--- config.mk ---
export PLATFORM = sky130hd
export DESIGN_NAME = seven_segment_serial_display_driver
export DESIGN_NICKNAME = d
export VERILOG_FILES = /design/src/ssd_pkg.sv /design/src/seven_segment_serial_display_driver.sv /design/src/ssd_front.sv /design/src/ssd_queue.sv /design/src/ssd_back.sv
export VERILOG_INCLUDE_DIRS = /design/src /design/src/src
export SDC_FILE = /design/constraint.sdc
export NUM_CORES = 1
export LEC_CHECK = 0
export BUFFER_PORTS_ARGS = -buffer_cell sky130_fd_sc_hd__buf_2
export CORE_MARGIN = 4
export CORE_UTILIZATION = 30
export CTS_CLUSTER_DIAMETER = 200
export DETAILED_ROUTE_END_ITERATION = 10
export SLEW_MARGIN = 15
export SYNTH_ARGS = -nofsm -noshare
export SYNTH_HDL_FRONTEND = slang
export SYNTH_SLANG_ARGS = --single-unit
--- constraint.sdc ---
create_clock -name clk -period 9.02 [get_ports clk]
set_input_delay 1.353 -clock clk [delete_from_list [all_inputs] [get_ports clk]]
set_output_delay 1.353 -clock clk [all_outputs]
set_load 0.01 [all_outputs]
--- src/seven_segment_serial_display_driver_defines.svh ---
// Assertion macros shared by the display driver.
`ifndef SEVEN_SEGMENT_SERIAL_DISPLAY_DRIVER_DEFINES_SVH
`define SEVEN_SEGMENT_SERIAL_DISPLAY_DRIVER_DEFINES_SVH

`ifndef NO_ASSERTIONS

// The condition must never hold at a clock edge outside reset.
`define SSD_ASSERT_NEVER(lbl, cond) \
  lbl: assert property (@(posedge clk) disable iff (!rst_n) !(cond)) \
    else $error("forbidden condition seen");

// When the antecedent holds, the consequent holds in the same cycle.
`define SSD_ASSERT_IMPLIES(lbl, ante, cons) \
  lbl: assert property (@(posedge clk) disable iff (!rst_n) (ante) |-> (cons)) \
    else $error("same-cycle implication failed");

// When the antecedent holds, the consequent holds in the next cycle.
`define SSD_ASSERT_NEXT(lbl, ante, cons) \
  lbl: assert property (@(posedge clk) disable iff (!rst_n) (ante) |=> (cons)) \
    else $error("next-cycle implication failed");

`else

`define SSD_ASSERT_NEVER(lbl, cond)
`define SSD_ASSERT_IMPLIES(lbl, ante, cons)
`define SSD_ASSERT_NEXT(lbl, ante, cons)

`endif

`endif

--- src/ssd_pkg.sv ---
package ssd_pkg;

  localparam int VALUE_W        = 15;
  localparam int DIGIT_W        = 4;
  localparam int NUM_DIGITS     = 4;
  localparam int POS_W          = 2;
  localparam int SEG_W          = 8;
  localparam int BITS_PER_DIGIT = 16;
  localparam int BIT_IDX_W      = 4;
  localparam int REFRESH_BITS   = NUM_DIGITS * BITS_PER_DIGIT;
  localparam int CNT_W          = 6;
  localparam int IN_TDATA_W     = 16;
  localparam int OUT_TDATA_W    = 8;
  localparam int QUEUE_DEPTH    = 2;
  localparam int QPTR_W         = 1;
  localparam int QCNT_W         = 2;

  // Width of the intermediate remainders after each digit is peeled off.
  localparam int REM4_W = 14;
  localparam int REM3_W = 10;
  localparam int REM2_W = 7;

  localparam logic [VALUE_W-1:0] UNIT_10000 = 15'd10000;
  localparam logic [VALUE_W-1:0] UNIT_1000  = 15'd1000;
  localparam logic [VALUE_W-1:0] UNIT_100   = 15'd100;
  localparam logic [VALUE_W-1:0] UNIT_10    = 15'd10;

  // Segment bytes of one refresh, index 0 is the thousands digit.
  typedef logic [NUM_DIGITS-1:0][SEG_W-1:0] seg_bytes_t;

  typedef struct packed {
    seg_bytes_t seg;
  } refresh_t;

  // Active-low common-anode segment pattern; non-decimal codes blank the digit.
  function automatic logic [SEG_W-1:0] seg_lookup(input logic [DIGIT_W-1:0] d);
    logic [SEG_W-1:0] s;
    case (d)
      4'd0:    s = 8'hC0;
      4'd1:    s = 8'hF9;
      4'd2:    s = 8'hA4;
      4'd3:    s = 8'hB0;
      4'd4:    s = 8'h99;
      4'd5:    s = 8'h92;
      4'd6:    s = 8'h82;
      4'd7:    s = 8'hF8;
      4'd8:    s = 8'h80;
      4'd9:    s = 8'h90;
      default: s = 8'hFF;
    endcase
    return s;
  endfunction

  // One-hot digit select, thousands on bit 3 down to units on bit 0.
  function automatic logic [SEG_W-1:0] select_byte(input logic [POS_W-1:0] pos);
    logic [SEG_W-1:0] s;
    case (pos)
      2'd0:    s = 8'h08;
      2'd1:    s = 8'h04;
      2'd2:    s = 8'h02;
      2'd3:    s = 8'h01;
      default: s = 8'h00;
    endcase
    return s;
  endfunction

  // Number of whole units in x, capped at nine; the compares are independent.
  function automatic logic [DIGIT_W-1:0] digit_count(input logic [VALUE_W-1:0] x,
                                                     input logic [VALUE_W-1:0] unit);
    logic [DIGIT_W-1:0] cnt;
    cnt = '0;
    for (int k = 1; k <= 9; k++) begin
      if ({2'b00, x} >= 17'(k) * {2'b00, unit}) begin
        cnt = cnt + 4'd1;
      end
    end
    return cnt;
  endfunction

  // Remainder left after taking d units out of x.
  function automatic logic [VALUE_W-1:0] digit_rem(input logic [VALUE_W-1:0] x,
                                                   input logic [VALUE_W-1:0] unit,
                                                   input logic [DIGIT_W-1:0] d);
    logic [16:0] r;
    r = {2'b00, x} - 17'(d) * {2'b00, unit};
    return r[VALUE_W-1:0];
  endfunction

endpackage

--- src/seven_segment_serial_display_driver.sv ---
// Four-digit seven-segment serial display driver.
// Input channel (in_*): one beat per refresh request; in_tdata carries the count.
// The low four decimal digits are sent, thousands first, as 64 output beats:
// for each digit 16 bits MSB first, the active-low segment byte and then the
// one-hot digit select byte. Each output beat is one shift clock of the
// external register chain; out_tuser asks for a latch pulse after the 16th bit
// of each digit, and out_tlast marks the 64th bit of the refresh.
// A request passes the three digit stages and the queue before it is shifted.
// Throughput is set by the output shifter, which moves one bit per cycle while
// the receiver takes beats; the three-stage digit pipeline and the two-entry
// queue ahead of it keep taking requests while a refresh is being shifted.
// Reset (rst_n low, synchronous) empties the pipeline, the queue and the
// shifter; nothing is held between refreshes.
// When the receiver holds out_tready low the current beat waits in the output
// register, the shifter pauses, and requests back up through the queue
// until in_tready drops.
`include "seven_segment_serial_display_driver_defines.svh"

module seven_segment_serial_display_driver (
  input  logic                              clk,
  input  logic                              rst_n,
  input  logic                              in_tvalid,
  output logic                              in_tready,
  input  logic [ssd_pkg::IN_TDATA_W-1:0]    in_tdata,   // [14:0] display_value, [15] zero
  output logic                              out_tvalid,
  input  logic                              out_tready,
  output logic [ssd_pkg::OUT_TDATA_W-1:0]   out_tdata,  // [0] data_bit, [2:1] digit_position,
                                                        // [7:3] zero
  output logic                              out_tuser,  // [0] latch_after
  output logic                              out_tlast
);
  import ssd_pkg::*;

  logic              push_valid, push_ready;
  refresh_t          push_data;
  logic              take_valid, take_ready;
  refresh_t          take_data;
  logic              data_bit;
  logic [POS_W-1:0]  digit_position;
  logic              beat_done, last_beat, digit_step;

  // Digit extraction and segment mapping.
  ssd_front u_front (
    .clk        (clk),
    .rst_n      (rst_n),
    .in_valid   (in_tvalid),
    .in_ready   (in_tready),
    .in_value   (in_tdata[VALUE_W-1:0]),
    .push_valid (push_valid),
    .push_ready (push_ready),
    .push_data  (push_data)
  );

  // Decoupling queue between digit pipeline and shifter.
  ssd_queue u_queue (
    .clk        (clk),
    .rst_n      (rst_n),
    .push_valid (push_valid),
    .push_ready (push_ready),
    .push_data  (push_data),
    .pop_valid  (take_valid),
    .pop_ready  (take_ready),
    .pop_data   (take_data)
  );

  // Serial shifter with registered output beat.
  ssd_back u_back (
    .clk                (clk),
    .rst_n              (rst_n),
    .take_valid         (take_valid),
    .take_ready         (take_ready),
    .take_data          (take_data),
    .out_valid          (out_tvalid),
    .out_ready          (out_tready),
    .out_data_bit       (data_bit),
    .out_latch_after    (out_tuser),
    .out_digit_position (digit_position),
    .out_last           (out_tlast)
  );

  assign out_tdata = {(OUT_TDATA_W - POS_W - 1)'(0), digit_position, data_bit};

  // Output beat events watched by the checks below.
  assign beat_done  = out_tvalid && out_tready;
  assign last_beat  = out_tvalid && out_tlast;
  assign digit_step = beat_done && out_tuser && !out_tlast;

  // The final bit of a refresh belongs to the units digit and ends with a latch.
  `SSD_ASSERT_IMPLIES(a_last_is_units_latch, last_beat, out_tuser && digit_position == 2'd3)

  // Within a refresh the shifter never leaves a gap.
  `SSD_ASSERT_NEXT(a_no_gap_in_refresh, beat_done && !out_tlast, out_tvalid)

  // After a latch that is not the last, the next beat moves to the next digit.
  `SSD_ASSERT_NEXT(a_digit_advances, digit_step, digit_position == $past(digit_position) + 2'd1)

endmodule

--- src/ssd_front.sv ---
module ssd_front (
  input  logic                          clk,
  input  logic                          rst_n,
  input  logic                          in_valid,
  output logic                          in_ready,
  input  logic [ssd_pkg::VALUE_W-1:0]   in_value,
  output logic                          push_valid,
  input  logic                          push_ready,
  output ssd_pkg::refresh_t             push_data
);
  import ssd_pkg::*;

  logic                    v1_r, v2_r, v3_r;
  logic [REM4_W-1:0]       val1_r;
  logic [REM3_W-1:0]       val2_r;
  logic [REM2_W-1:0]       val3_r;
  logic [DIGIT_W-1:0]      d0_2_r, d0_3_r, d1_3_r;
  logic                    rdy1, rdy2, rdy3;
  logic [DIGIT_W-1:0]      m_cnt, d0, d1, d2;
  logic [VALUE_W-1:0]      m_rem, r0, r1, r2;

  // Each stage moves on when it is empty or its successor is moving.
  assign rdy3     = !v3_r || push_ready;
  assign rdy2     = !v2_r || rdy3;
  assign rdy1     = !v1_r || rdy2;
  assign in_ready = rdy1;

  // Stage one folds the count into 0..9999.
  assign m_cnt = digit_count(in_value, UNIT_10000);
  assign m_rem = digit_rem(in_value, UNIT_10000, m_cnt);

  // Stage two peels off thousands, stage three hundreds.
  assign d0 = digit_count(VALUE_W'(val1_r), UNIT_1000);
  assign r0 = digit_rem(VALUE_W'(val1_r), UNIT_1000, d0);
  assign d1 = digit_count(VALUE_W'(val2_r), UNIT_100);
  assign r1 = digit_rem(VALUE_W'(val2_r), UNIT_100, d1);

  // Last stage splits tens and units and maps all digits to segments.
  assign d2 = digit_count(VALUE_W'(val3_r), UNIT_10);
  assign r2 = digit_rem(VALUE_W'(val3_r), UNIT_10, d2);

  always_comb begin
    push_data.seg[0] = seg_lookup(d0_3_r);
    push_data.seg[1] = seg_lookup(d1_3_r);
    push_data.seg[2] = seg_lookup(d2);
    push_data.seg[3] = seg_lookup(r2[DIGIT_W-1:0]);
  end
  assign push_valid = v3_r;

  // Stage valid bits.
  always_ff @(posedge clk) begin
    if (!rst_n) begin
      v1_r <= 1'b0;
      v2_r <= 1'b0;
      v3_r <= 1'b0;
    end else begin
      if (rdy1) v1_r <= in_valid;
      if (rdy2) v2_r <= v1_r;
      if (rdy3) v3_r <= v2_r;
    end
  end

  // Stage payloads.
  always_ff @(posedge clk) begin
    if (rdy1 && in_valid) begin
      val1_r <= m_rem[REM4_W-1:0];
    end
    if (rdy2 && v1_r) begin
      val2_r <= r0[REM3_W-1:0];
      d0_2_r <= d0;
    end
    if (rdy3 && v2_r) begin
      val3_r <= r1[REM2_W-1:0];
      d0_3_r <= d0_2_r;
      d1_3_r <= d1;
    end
  end

endmodule

--- src/ssd_queue.sv ---
module ssd_queue (
  input  logic              clk,
  input  logic              rst_n,
  input  logic              push_valid,
  output logic              push_ready,
  input  ssd_pkg::refresh_t push_data,
  output logic              pop_valid,
  input  logic              pop_ready,
  output ssd_pkg::refresh_t pop_data
);
  import ssd_pkg::*;

  refresh_t              mem_r [QUEUE_DEPTH];
  logic [QPTR_W-1:0]     wr_ptr_r, rd_ptr_r;
  logic [QPTR_W-1:0]     wr_ptr_nxt, rd_ptr_nxt;
  logic [QCNT_W-1:0]     count_r, count_nxt;
  logic                  do_push, do_pop;

  assign push_ready = count_r != QCNT_W'(QUEUE_DEPTH);
  assign pop_valid  = count_r != '0;
  assign pop_data   = mem_r[rd_ptr_r];
  assign do_push    = push_valid && push_ready;
  assign do_pop     = pop_valid && pop_ready;

  // Pointer and fill bookkeeping.
  always_comb begin
    wr_ptr_nxt = wr_ptr_r;
    rd_ptr_nxt = rd_ptr_r;
    count_nxt  = count_r;
    if (do_push) begin
      wr_ptr_nxt = (wr_ptr_r == QPTR_W'(QUEUE_DEPTH - 1)) ? '0 : wr_ptr_r + 1'b1;
    end
    if (do_pop) begin
      rd_ptr_nxt = (rd_ptr_r == QPTR_W'(QUEUE_DEPTH - 1)) ? '0 : rd_ptr_r + 1'b1;
    end
    if (do_push && !do_pop) begin
      count_nxt = count_r + 1'b1;
    end else if (do_pop && !do_push) begin
      count_nxt = count_r - 1'b1;
    end
  end

  always_ff @(posedge clk) begin
    if (!rst_n) begin
      wr_ptr_r <= '0;
      rd_ptr_r <= '0;
      count_r  <= '0;
    end else begin
      wr_ptr_r <= wr_ptr_nxt;
      rd_ptr_r <= rd_ptr_nxt;
      count_r  <= count_nxt;
    end
  end

  // Entry storage.
  always_ff @(posedge clk) begin
    if (do_push) begin
      mem_r[wr_ptr_r] <= push_data;
    end
  end

endmodule

--- src/ssd_back.sv ---
module ssd_back (
  input  logic                          clk,
  input  logic                          rst_n,
  input  logic                          take_valid,
  output logic                          take_ready,
  input  ssd_pkg::refresh_t             take_data,
  output logic                          out_valid,
  input  logic                          out_ready,
  output logic                          out_data_bit,
  output logic                          out_latch_after,
  output logic [ssd_pkg::POS_W-1:0]     out_digit_position,
  output logic                          out_last
);
  import ssd_pkg::*;

  logic                         active_r, active_nxt;
  logic [CNT_W-1:0]             cnt_r, cnt_nxt;
  logic                         out_valid_r, out_valid_nxt;
  seg_bytes_t                   seg_r;
  logic                         data_bit_r, latch_r, last_r;
  logic [POS_W-1:0]             pos_r;
  logic                         adv, end_cnt, take;
  logic [POS_W-1:0]             pos;
  logic [BIT_IDX_W-1:0]         bit_idx;
  logic [BITS_PER_DIGIT-1:0]    word;

  // The output register advances when empty or when the receiver takes the beat.
  assign adv        = !out_valid_r || out_ready;
  assign end_cnt    = cnt_r == CNT_W'(REFRESH_BITS - 1);
  assign take_ready = !active_r || (adv && end_cnt);
  assign take       = take_ready && take_valid;

  // Current digit word, sent most significant bit first.
  assign pos     = cnt_r[CNT_W-1 -: POS_W];
  assign bit_idx = cnt_r[BIT_IDX_W-1:0];
  assign word    = {seg_r[pos], select_byte(pos)};

  always_comb begin
    active_nxt    = active_r;
    cnt_nxt       = cnt_r;
    out_valid_nxt = out_valid_r;
    if (adv) begin
      out_valid_nxt = active_r;
      if (active_r) begin
        cnt_nxt = cnt_r + 1'b1;
        if (end_cnt) active_nxt = 1'b0;
      end
    end
    if (take) begin
      active_nxt = 1'b1;
      cnt_nxt    = '0;
    end
  end

  always_ff @(posedge clk) begin
    if (!rst_n) begin
      active_r    <= 1'b0;
      cnt_r       <= '0;
      out_valid_r <= 1'b0;
    end else begin
      active_r    <= active_nxt;
      cnt_r       <= cnt_nxt;
      out_valid_r <= out_valid_nxt;
    end
  end

  // Refresh word and output beat payload.
  always_ff @(posedge clk) begin
    if (take) begin
      seg_r <= take_data.seg;
    end
    if (adv && active_r) begin
      data_bit_r <= word[~bit_idx];
      latch_r    <= &bit_idx;
      pos_r      <= pos;
      last_r     <= end_cnt;
    end
  end

  assign out_valid          = out_valid_r;
  assign out_data_bit       = data_bit_r;
  assign out_latch_after    = latch_r;
  assign out_digit_position = pos_r;
  assign out_last           = last_r;

endmodule

# ---- Yosys cells after proc, flatten, opt, wreduce, memory -nomap -nowiden
# Memories as Yosys holds them, arrays and structs flattened. A register that Yosys moved wholly into a read port is not among the register bits.
# Cells that the tools add are included.
dict set report classes {
  add_sub_neg 38
  eq_ne 5
  n_lt_le_gt_ge 35
  multipliers 4
  n_bitwise 2
  reduce_logical 28
  muxes 50
}
# operator n
set op_table {}
lappend op_table {{4-bit two-way mux} 31}
lappend op_table {{4-bit by 1-bit adder with 4-bit output (second input constant)} 25}
lappend op_table {{14-bit by 13-bit >= comparator with 1-bit output (second input constant)} 4}
lappend op_table {{15-bit by 17-bit >= comparator with 1-bit output (second input constant)} 3}
lappend op_table {{10-bit >= comparator (second input constant)} 4}
lappend op_table {{8-bit case mux with 4 select lines} 1}
lappend op_table {{10-bit by 9-bit >= comparator with 1-bit output (second input constant)} 3}
lappend op_table {{15-bit >= comparator (second input constant)} 2}
lappend op_table {{14-bit by 12-bit >= comparator with 1-bit output (second input constant)} 2}
lappend op_table {{7-bit by 6-bit >= comparator with 1-bit output (second input constant)} 3}
lappend op_table {{7-bit >= comparator (second input constant)} 3}
lappend op_table {{8-bit binary-select mux with 2-bit select} 1}
lappend op_table {{15-bit by 14-bit >= comparator with 1-bit output (second input constant)} 1}
lappend op_table {{14-bit by 10-bit >= comparator with 1-bit output (second input constant)} 1}
lappend op_table {{14-bit by 11-bit >= comparator with 1-bit output (second input constant)} 1}
lappend op_table {{14-bit >= comparator (second input constant)} 1}
lappend op_table {{7-bit by 5-bit >= comparator with 1-bit output (second input constant)} 2}
lappend op_table {{14-bit subtractor} 1}
lappend op_table {{1-bit two-way mux} 13}
lappend op_table {{10-bit by 7-bit >= comparator with 1-bit output (second input constant)} 1}
lappend op_table {{10-bit by 8-bit >= comparator with 1-bit output (second input constant)} 1}
lappend op_table {{4-bit by 10-bit multiplier with 10-bit output (second input constant)} 1}
lappend op_table {{10-bit subtractor} 1}
lappend op_table {{1-bit logical AND} 9}
lappend op_table {{other kinds (29)} 47}
dict set report word_totals {
  romBits 448
  register_bits 63
  elab_cells 186
  n_memories 5
  ram_bits 64
}
# memory words word_bits rd rd_clocked_by_memory_dff wr line
set mem_list {}
lappend mem_list {{(name not given)} 16 7 1 1 0 ssd_pkg.sv:38} ;# case (d)
lappend mem_list {{(name not given)} 16 7 1 1 0 ssd_pkg.sv:38}
lappend mem_list {{(name not given)} 16 7 1 0 0 ssd_pkg.sv:38}
lappend mem_list {{(name not given)} 16 7 1 0 0 ssd_pkg.sv:38}
lappend mem_list {u_queue.mem_r 2 32 1 1 1 ssd_queue.sv:13} ;# refresh_t mem_r [QUEUE_DEPTH];

# ---- Longest topological paths before layout
# Gate-level depths: netlist of run 1.
# An unclocked memory read counts as a cell.
dict set report logic_depth {
  ltp_word 21
  mapped_depth 35
  ltp_nobuf 32
}

# ---- By module
# From an unflattened synthesis of run 1, not the netlist that was laid out.
dict set report hier_totals {
  hier_cells 923
  hier_area_um2 10692.8
}
# module seq_area_each_um2 cells_per_inst area_each_um2 n_inst
set by_module_without_submodules {}
lappend by_module_without_submodules {ssd_front 1631.6 680 6258.5 1}
lappend by_module_without_submodules {ssd_queue 2021.9 124 2551.2 1}
lappend by_module_without_submodules {ssd_back 1271.2 112 1834.3 1}
lappend by_module_without_submodules {seven_segment_serial_display_driver 0.0 7 48.8 1}

# ---- Least setup slack after synthesis of run 1
# Ideal clock, no wire load.
dict set report synth_path {
  kind {register to register}
  startpoint {register u_front.val1_r[12]}
  endpoint {register u_front.val2_r[9], data pin}
  period_less_slack_ns 6.943
  path_buffers 2
  setup_slack_ns 2.077
  arrival_time_ns 6.669
  setup_time_ns 0.274
  path_stages_with_launch 29
  t_required_ns 8.746
  path_cell_list {edfxtp_1 clkbuf_1 or3_1 a31oi_1 ha_1 clkbuf_1 xnor2_1 xnor2_2 inv_1 ha_1 a221o_1 a21oi_1 ha_1 xnor2_1 a221o_1 ha_1 mux2_2 ha_1 inv_1 fa_1 inv_1 fa_1 inv_1 ha_1 inv_1 o21bai_1 a21oi_1 xnor2_1 xnor2_1}
}
dict set report synth_between {
  elab_chain_cells 20
  word_cells_on_any_way 28
}
# item line
set synth_rtl {}
lappend synth_rtl {{from (decl)} ssd_front.sv:14} ;# logic [REM4_W-1:0] val1_r;
lappend synth_rtl {{from (signal assigned)} ssd_front.sv:66} ;# val1_r <= m_rem[REM4_W-1:0];
lappend synth_rtl {{14-bit by 10-bit >= comparator with 1-bit output} ssd_pkg.sv:73} ;# if ({2'b00, x} >= 17'(k) * {2'b00, unit}) begin
lappend synth_rtl {{1-bit two-way mux} ssd_pkg.sv:73}
lappend synth_rtl {{1-bit by 1-bit adder with 2-bit output} ssd_pkg.sv:74} ;# cnt = cnt + 4'd1;
lappend synth_rtl {{4-bit two-way mux} ssd_pkg.sv:73}
lappend synth_rtl {{4-bit by 1-bit adder with 4-bit output} ssd_pkg.sv:74}
lappend synth_rtl {{4-bit two-way mux} ssd_pkg.sv:73}
lappend synth_rtl {{4-bit by 1-bit adder with 4-bit output} ssd_pkg.sv:74}
lappend synth_rtl {{4-bit two-way mux} ssd_pkg.sv:73}
lappend synth_rtl {{(+6 left out)} n/a}
lappend synth_rtl {{4-bit by 1-bit adder with 4-bit output} ssd_pkg.sv:74}
lappend synth_rtl {{4-bit two-way mux} ssd_pkg.sv:73}
lappend synth_rtl {{4-bit by 1-bit adder with 4-bit output} ssd_pkg.sv:74}
lappend synth_rtl {{4-bit two-way mux *} ssd_pkg.sv:73}
lappend synth_rtl {{named net u_front.d0[1]} ssd_front.sv:19} ;# logic [DIGIT_W-1:0] m_cnt, d0, d1, d2;
lappend synth_rtl {{4-bit by 7-bit multiplier with 7-bit output *} ssd_pkg.sv:85} ;# r = {2'b00, x} - 17'(d) * {2'b00, unit};
lappend synth_rtl {{10-bit subtractor *} ssd_pkg.sv:85}
lappend synth_rtl {{named net u_front.r0[9]} ssd_front.sv:20} ;# logic [VALUE_W-1:0] m_rem, r0, r1, r2;
lappend synth_rtl {{to (signal assigned)} ssd_front.sv:69} ;# val2_r <= r0[REM3_W-1:0];
lappend synth_rtl {{to (decl)} ssd_front.sv:15} ;# logic [REM3_W-1:0] val2_r;
# The timed path passes the listed nets; every way through them passes the cells marked *.
# A chain may end at the register's enable or synchronous reset.

# ---- Final worst setup path of run 1
# Ends and elaborated chain as after synthesis.

==> impl_summary.log, run 1 <==
INFO  metric hold_path.class = reg2reg
INFO  metric routability_driven_placement_congestion_ratio = 0.813
INFO  metric setup_viol = 0
INFO  metric post-route-period-util = 82.3%
INFO  metric pin_count = 32
INFO  metric yosys_most_used_dff = sky130_fd_sc_hd__edfxtp_1
INFO  metric critical_path.max_fanout = 11
INFO  metric cts_buffer_depth = 2
INFO  metric globalRoute.totalOverflow = 0
INFO  metric netlist_instances = 957
INFO  metric initial_antenna_violation_count = 0
INFO  metric synthesis.yosys.warnings = 0
INFO  metric setup-tns-final = 0 ns
INFO  metric vias_in_the_first_global_route = 6748
INFO  metric wire_per_inst = 13.2 µm
INFO  metric route.final.wire_length = 19000 µm
INFO  metric firstDrtPassIters = 5
INFO  metric dr.first_iter.drc_count = 384
INFO  metric syn_avg_cell_area = 11.0 µm²
INFO  metric reg2reg_slack = 1.59 ns
INFO  metric nNetsFinal = 1085
INFO  metric worst_r2r_path_depth = 26
INFO  metric clock_insertion_delay_worst_skew = 0.42 ns
INFO  metric postLayoutCoreUtil = 33.7%
INFO  metric post_synth_num_cell_types = 87
INFO  metric setup_repair_after_global_routing_missed_its_margin = no
INFO  metric die-width = 196 µm
INFO  metric postSynth.asyncResetShare = 0%
INFO  metric min_delay_worst_endpoint = u_front.val2_r[1]
INFO  metric num_vias = 6896
INFO  metric io_buffer_count = 25
INFO  metric crit-reg2reg-capture = u_front.val2_r[9]
INFO  metric grt_first_pass_wirelength = 32500 µm
INFO  metric synth-edff-count = 132
INFO  metric timing.hold.worst_path_depth = 0
INFO  metric cp.required = 9.17 ns
INFO  metric timing.final.crit_period = 7.43 ns
INFO  metric timing.max_cap.violations = 0
INFO  metric grt_usage = 10.1%
INFO  metric tritoncts.num_buffers = 17
INFO  metric fmax = 0.135 GHz
INFO  metric design.core.area = 34600 µm²
INFO  metric timing.setup.critical_path_class = reg2reg
INFO  metric worst_setup_path_start_kind = register
INFO  metric final.hold.worst_slack = 0.419 ns
INFO  metric post_synth_most_frequent_cells = 132 x sky130_fd_sc_hd__edfxtp_1, 82 x sky130_fd_sc_hd__ha_1, 80 x sky130_fd_sc_hd__inv_1
INFO  metric core.rowCount = 68
INFO  metric cts_tree = yes
INFO  metric yosys.cell_count.top_type = sky130_fd_sc_hd__edfxtp_1
INFO  metric yosys_register_bits = 161
INFO  metric cts_hold_buf = 0
INFO  metric grt_max_degree = 30
INFO  metric report.final.hold_viol_count = 0
INFO  metric antennaDiodeCount = 0
INFO  metric cts.repair_timing.setup_buffer_count = 0
INFO  metric worstHoldStart = u_front.val1_r[1]
INFO  metric area_delta_synth_final = 10.7%
INFO  metric path_clk_slew = 0.06 ns
INFO  metric portion_of_synthesized_cell_area_occupied_by_the_leading_cell_type = 37.6%
INFO  metric post_synth_instance_area = 10600 µm²
INFO  metric routed_via_density = 4.79
INFO  metric synth.yosys.seq_area_share = 43.1%
INFO  metric starting_density_of_the_core = 30.5%
INFO  metric clock-sinks = 161
INFO  metric worst_pin_slew = 1.05 ns
INFO  metric drcViolationCount = 0
INFO  metric r2r-start = u_front.val1_r[12]
INFO  metric drv_slew = 0
INFO  metric drt_antenna_net_count = 0
INFO  metric layout-drive-gt1-share = 12.7%
INFO  metric design.die.area = 38200 µm²
INFO  metric fillers = 3422
INFO  metric capturing_element_type_of_the_critical_path = register
INFO  metric synth.largest_area_cell = sky130_fd_sc_hd__edfxtp_1
INFO  metric status = finished clean
INFO  metric die_h = 196 µm
INFO  metric clock-skew-final = 0.0132 ns
INFO  metric worst-endpoint-arrival = 7.57 ns
INFO  metric leading_cell_types_by_total_area_after_synthesis = sky130_fd_sc_hd__edfxtp_1 38%, sky130_fd_sc_hd__ha_1 9.7%, sky130_fd_sc_hd__dfxtp_1 5.5%, sky130_fd_sc_hd__xnor2_1 4.6%, sky130_fd_sc_hd__mux2_2 3.4%
INFO  metric cts_resized = 0
INFO  metric cts_root_buffer = sky130_fd_sc_hd__clkbuf_16
INFO  metric clock_tree.htree_level_count = 4
INFO  metric detailedPlacementHpwl = 14100 µm
INFO  metric timing.slew.headroom = 29.6%
-- logic make-up (layout without fill, tap and decap cells) --
family          after synthesis  after routing  synth area share (%)
compound gates              188            188                  12.4
xor+xnor                     92             92                  9.14
fa+ha+maj                    93             93                  11.8
buf+inv                     119            143                  4.85
flops                       161            161                  43.1
mux                          65             65                  7.67
other cells                   1              5                0.0355
simple gates                238            238                  11.1
-- state kept, by name (all words and copies together) (netlist names), 2 cells and up --
name and cells:
u_front.push_data 14, u_front.val2_r 10, u_back.seg_r 28, u_front.val1_r 14, u_queue.mem_r 56, u_front.d0_2_r 4
u_back.out_digit_position 2, u_front.d1_3_r 4, u_queue.count_r 2, u_front.d0_3_r 4, u_front.val3_r 7, u_back.cnt_r 6
-- layout by cell type, fill, tap and decap left out, types with 13 or more instances in the layout --
master,synthesis,final
sky130_fd_sc_hd__nor2_1,52,51
sky130_fd_sc_hd__edfxtp_1,132,132
sky130_fd_sc_hd__mux2i_1,22,22
sky130_fd_sc_hd__dfxtp_1,29,29
sky130_fd_sc_hd__nand3_1,25,25
sky130_fd_sc_hd__a31oi_1,14,13
sky130_fd_sc_hd__a21oi_1,44,44
sky130_fd_sc_hd__clkbuf_16,0,18
sky130_fd_sc_hd__mux2_2,32,32
sky130_fd_sc_hd__inv_1,80,80
sky130_fd_sc_hd__xor2_1,23,23
sky130_fd_sc_hd__a21o_1,15,15
sky130_fd_sc_hd__nand4_1,14,14
sky130_fd_sc_hd__xnor2_1,56,56
sky130_fd_sc_hd__buf_2,10,25
sky130_fd_sc_hd__nand2_1,70,70
sky130_fd_sc_hd__ha_1,82,82
sky130_fd_sc_hd__nor3_1,15,15
sky130_fd_sc_hd__o21ai_0,33,33
-- worst max-delay path by stage --
stage | from | endpoint | slack, ns | depth (start not counted)
after detailed placement | u_front.val1_r[12] | u_front.val2_r[9] | 1.61 | 27
final | u_front.val1_r[12] | u_front.val2_r[9] | 1.59 | 26
after floorplan | u_front.val1_r[12] | u_front.val2_r[9] | 2.08 | 28
after global routing | u_front.val1_r[12] | u_front.val2_r[9] | 1.00 | 27
after CTS | u_front.val1_r[12] | u_front.val2_r[9] | 1.57 | 26
after global placement | u_front.val1_r[12] | u_front.val2_r[9] | 1.69 | 26
-- through the flow --
step                      setup slack (ns)  cells  instance area [µm²]
after floorplan                       2.08    961                10600
after global placement                1.69   1408                11100
after detailed placement              1.61   1408                11100
after CTS                             1.57   1440                11700
after global routing                  1.00   1440                11700
final                                 1.59   1440                11700
-- critical path, cell delays in order, from the launching register on --
cell and delay [ns]:
sky130_fd_sc_hd__edfxtp_1 0.53, sky130_fd_sc_hd__or3_1 0.44, sky130_fd_sc_hd__a31oi_1 0.32, sky130_fd_sc_hd__ha_1 0.39, sky130_fd_sc_hd__xnor2_1 0.22, sky130_fd_sc_hd__xnor2_2 0.42
sky130_fd_sc_hd__inv_1 0.19, sky130_fd_sc_hd__ha_1 0.36, sky130_fd_sc_hd__a221o_1 0.34, sky130_fd_sc_hd__a21oi_1 0.16, sky130_fd_sc_hd__ha_1 0.27, sky130_fd_sc_hd__xnor2_1 0.13
sky130_fd_sc_hd__a221o_1 0.41, sky130_fd_sc_hd__ha_1 0.30, sky130_fd_sc_hd__mux2_2 0.32, sky130_fd_sc_hd__ha_1 0.29, sky130_fd_sc_hd__inv_1 0.05, sky130_fd_sc_hd__fa_1 0.49
sky130_fd_sc_hd__inv_1 0.07, sky130_fd_sc_hd__fa_1 0.54, sky130_fd_sc_hd__inv_1 0.05, sky130_fd_sc_hd__ha_1 0.32, sky130_fd_sc_hd__inv_1 0.05, sky130_fd_sc_hd__o21bai_1 0.14
sky130_fd_sc_hd__a21oi_1 0.09, sky130_fd_sc_hd__xnor2_1 0.13, sky130_fd_sc_hd__xnor2_1 0.13
-- area by class of cell --
| cell class | count | area (µm²) | area share [%] |
|---|---|---|---|
| clock buffer | 21 | 462 | 3.95 |
| clock inverter | 11 | 115 | 0.986 |
| inverter | 82 | 308 | 2.64 |
| multi-input combinational | 681 | 5530 | 47.3 |
| sequential | 161 | 4540 | 38.9 |
| tap | 455 | 569 | 4.87 |
| timing repair buffer | 29 | 155 | 1.33 |
-- metal layers --
layer / wire length, µm / GRT usage, % / vias up
met1: 9000 / 13.4 / 3293
met5: 0 / 0 / -
li1: - / - / 3495
met3: 542 / 1.85 / 12
met2: 9300 / 16.9 / 96
met4: 170 / 2.59 / 0
Power of run 1 is left out: the tool's default activity adds up to more than one toggle a clock period on the data nets, which glitch-free logic cannot reach.
==> inputs of run 2 (changes only) <==
clock period = 7.15 ns   (was 9.02 ns; I/O delays follow)
==> impl_summary.log, run 2 (synthesis gave the netlist of run 1 again) <==
INFO  metric core.rowCount = 68 (unchanged)
INFO  metric area_delta_synth_final = 13.8% (was 10.7%)
INFO  metric nNetsFinal = 1123 (was 1085)
INFO  metric cp.required = 7.30 ns (was 9.17 ns)
INFO  metric drv_slew = 0 (unchanged)
INFO  metric fillers = 3401 (was 3422)
INFO  metric cts_tree = yes (unchanged)
INFO  metric design.die.area = 38200 µm² (unchanged)
INFO  metric multiInputGateArea = 5570 µm² (was 5530 µm²)
INFO  metric drt_antenna_net_count = 0 (unchanged)
INFO  metric layout.area.seq = 4540 µm² (unchanged)
INFO  metric cts_root_buffer = sky130_fd_sc_hd__clkbuf_16 (unchanged)
INFO  metric worst_pin_slew = 1.06 ns (was 1.05 ns)
INFO  metric grt_first_pass_wirelength = 32700 µm (was 32500 µm)
INFO  metric post-route-period-util = 95.5% (was 82.3%)
INFO  metric firstDrtPassIters = 6 (was 5)
INFO  metric design.core.area = 34600 µm² (unchanged)
INFO  metric capturing_element_type_of_the_critical_path = register (unchanged)
INFO  metric pin_count = 32 (unchanged)
INFO  metric clock_insertion_delay_worst_skew = 0.42 ns (about the same)
INFO  metric largest_register_ff_count = 56 (unchanged)
INFO  metric globalRoute.totalOverflow = 0 (unchanged)
INFO  metric initial_antenna_violation_count = 0 (unchanged)
INFO  metric clock-sinks = 161 (unchanged)
INFO  metric routed_via_density = 4.79 (about the same)
INFO  metric cts_buffer_depth = 2 (unchanged)
INFO  metric timing.setup.critical_path_class = reg2reg (unchanged)
INFO  metric wire_per_inst = 13.2 µm (about the same)
INFO  metric setup_viol = 0 (unchanged)
INFO  metric antennaDiodeCount = 0 (unchanged)
INFO  metric reg2reg_slack = 0.32 ns (was 1.59 ns)
INFO  metric largest_registers = u_queue.mem_r (56), u_back.seg_r (28) (unchanged)
INFO  metric timing.final.crit_period = 6.83 ns (was 7.43 ns)
INFO  metric final.hold.worst_slack = 0.419 ns (about the same)
INFO  metric path_clk_slew = 0.06 ns (about the same)
INFO  metric grt_usage = 10.3% (was 10.1%)
INFO  metric io_buffer_count = 25 (unchanged)
INFO  metric grt_max_degree = 30 (unchanged)
INFO  metric clock-skew-final = 0.0117 ns (was 0.0132 ns)
INFO  metric route.final.wire_length = 19500 µm (was 19000 µm)
INFO  metric clock_tree.htree_level_count = 4 (unchanged)
INFO  metric timing.slew.headroom = 28.9% (was 29.6%)
INFO  metric worst-endpoint-arrival = 6.98 ns (was 7.57 ns)
INFO  metric die-width = 196 µm (unchanged)
INFO  metric fmax = 0.146 GHz (was 0.135 GHz)
INFO  metric report.final.hold_viol_count = 0 (unchanged)
INFO  metric registers.top_by_ff_count = u_queue.mem_r (unchanged)
INFO  metric starting_density_of_the_core = 30.5% (unchanged)
INFO  metric dr.first_iter.drc_count = 354 (was 384)
INFO  metric layout-drive-gt1-share = 16.6% (was 12.7%)
INFO  metric most-common-layout-cells = 132 x sky130_fd_sc_hd__edfxtp_1, 81 x sky130_fd_sc_hd__ha_1, 80 x sky130_fd_sc_hd__inv_1 (was 132 x sky130_fd_sc_hd__edfxtp_1, 82 x sky130_fd_sc_hd__ha_1, 80 x sky130_fd_sc_hd__inv_1)
INFO  metric tritoncts.num_buffers = 17 (unchanged)
INFO  metric hold_path.class = reg2reg (unchanged)
INFO  metric worst_setup_path_start_kind = register (unchanged)
INFO  metric drcViolationCount = 0 (unchanged)
INFO  metric commonest_non_fill_non_tap_cell_in_the_layout = sky130_fd_sc_hd__edfxtp_1 (unchanged)
INFO  metric die_h = 196 µm (unchanged)
INFO  metric status = finished clean (unchanged)
INFO  metric detailedPlacementHpwl = 14500 µm (was 14100 µm)
INFO  metric timing.max_cap.violations = 0 (unchanged)
INFO  metric num_vias = 7076 (was 6896)
INFO  metric routability_driven_placement_congestion_ratio = 0.851 (was 0.813)
INFO  metric vias_in_the_first_global_route = 6797 (was 6748)
INFO  metric critical_path.max_fanout = 7 (was 11)
## run 2: cell types whose count changed in the layout (fill, tap and decap cells not counted), sizes merged
cell and change:
clkinvlp +2, clkbuf +2, clkinv +2, bufinv -1, buf +38, inv -5
## run 2: area by class of cell
class                           instances  share of cell area [%]
Inverter                               82                    2.56
Clock buffer                           23                    4.25
Sequential cell                       161                    37.8
Clock inverter                          9                   0.573
Tap cell                              455                    4.74
Multi-Input combinational cell        681                    46.4
Timing Repair Buffer                   67                    3.67
## run 2: routing by layer
metal / wire length (µm) / up-vias / track usage (%)
met5: 0 / - / 0
met4: 115 / 0 / 2.15
met3: 593 / 7 / 2.28
met2: 9800 / 101 / 17.9
met1: 8950 / 3387 / 13.0
li1: - / 3581 / -
## run 2: critical path: stages, from the launching register on
cell                       delay (ns)
sky130_fd_sc_hd__edfxtp_1        0.38
sky130_fd_sc_hd__or3_1           0.43
sky130_fd_sc_hd__a31oi_1         0.24
sky130_fd_sc_hd__ha_2            0.40
sky130_fd_sc_hd__o2111a_1        0.15
sky130_fd_sc_hd__a211oi_1        0.32
sky130_fd_sc_hd__ha_1            0.33
sky130_fd_sc_hd__a221o_1         0.34
sky130_fd_sc_hd__a21oi_1         0.17
sky130_fd_sc_hd__ha_1            0.27
sky130_fd_sc_hd__xnor2_1         0.13
sky130_fd_sc_hd__a221o_1         0.39
sky130_fd_sc_hd__ha_1            0.30
sky130_fd_sc_hd__mux2_2          0.32
sky130_fd_sc_hd__ha_1            0.29
sky130_fd_sc_hd__inv_1           0.05
sky130_fd_sc_hd__fa_1            0.51
sky130_fd_sc_hd__inv_1           0.07
sky130_fd_sc_hd__fa_1            0.54
sky130_fd_sc_hd__inv_1           0.05
sky130_fd_sc_hd__ha_1            0.33
sky130_fd_sc_hd__inv_1           0.05
sky130_fd_sc_hd__o21bai_1        0.13
sky130_fd_sc_hd__a21oi_1         0.09
sky130_fd_sc_hd__xnor2_1         0.13
sky130_fd_sc_hd__xnor2_1         0.13
## run 2: timing repair
action                     in CTS  in global routing
setup endpoints to repair       0                 24
hold buffers                    0                  0
resized for setup               0                 10
setup buffers                   0                 16
## run 2: per-stage QoR
step	utilization (%)	setup slack [ns]	TNS, ns	area (µm²)	std cells
floorplan	-	0.207	0	10600	961
detailed placement	32.5	0.114	0	11300	1430
CTS	34.2	0.0589	0	11800	1462
global route	34.7	-0.00591	-0.00591	12000	1478
finish	34.7	0.319	0	12000	1478
global placement	32.5	0.234	0	11300	1430
## run 2: final timing paths
kind | startpoint | end | depth (start not counted)
worst max-delay path | u_front.val1_r[12] | u_front.val2_r[9] | 25
worst min register to register | u_front.val1_r[1] | u_front.val2_r[1] | 0
worst min-delay path | u_front.val1_r[1] | u_front.val2_r[1] | 0
worst max register to register | u_front.val1_r[12] | u_front.val2_r[9] | 25
Power of run 2 is left out for the same reason.
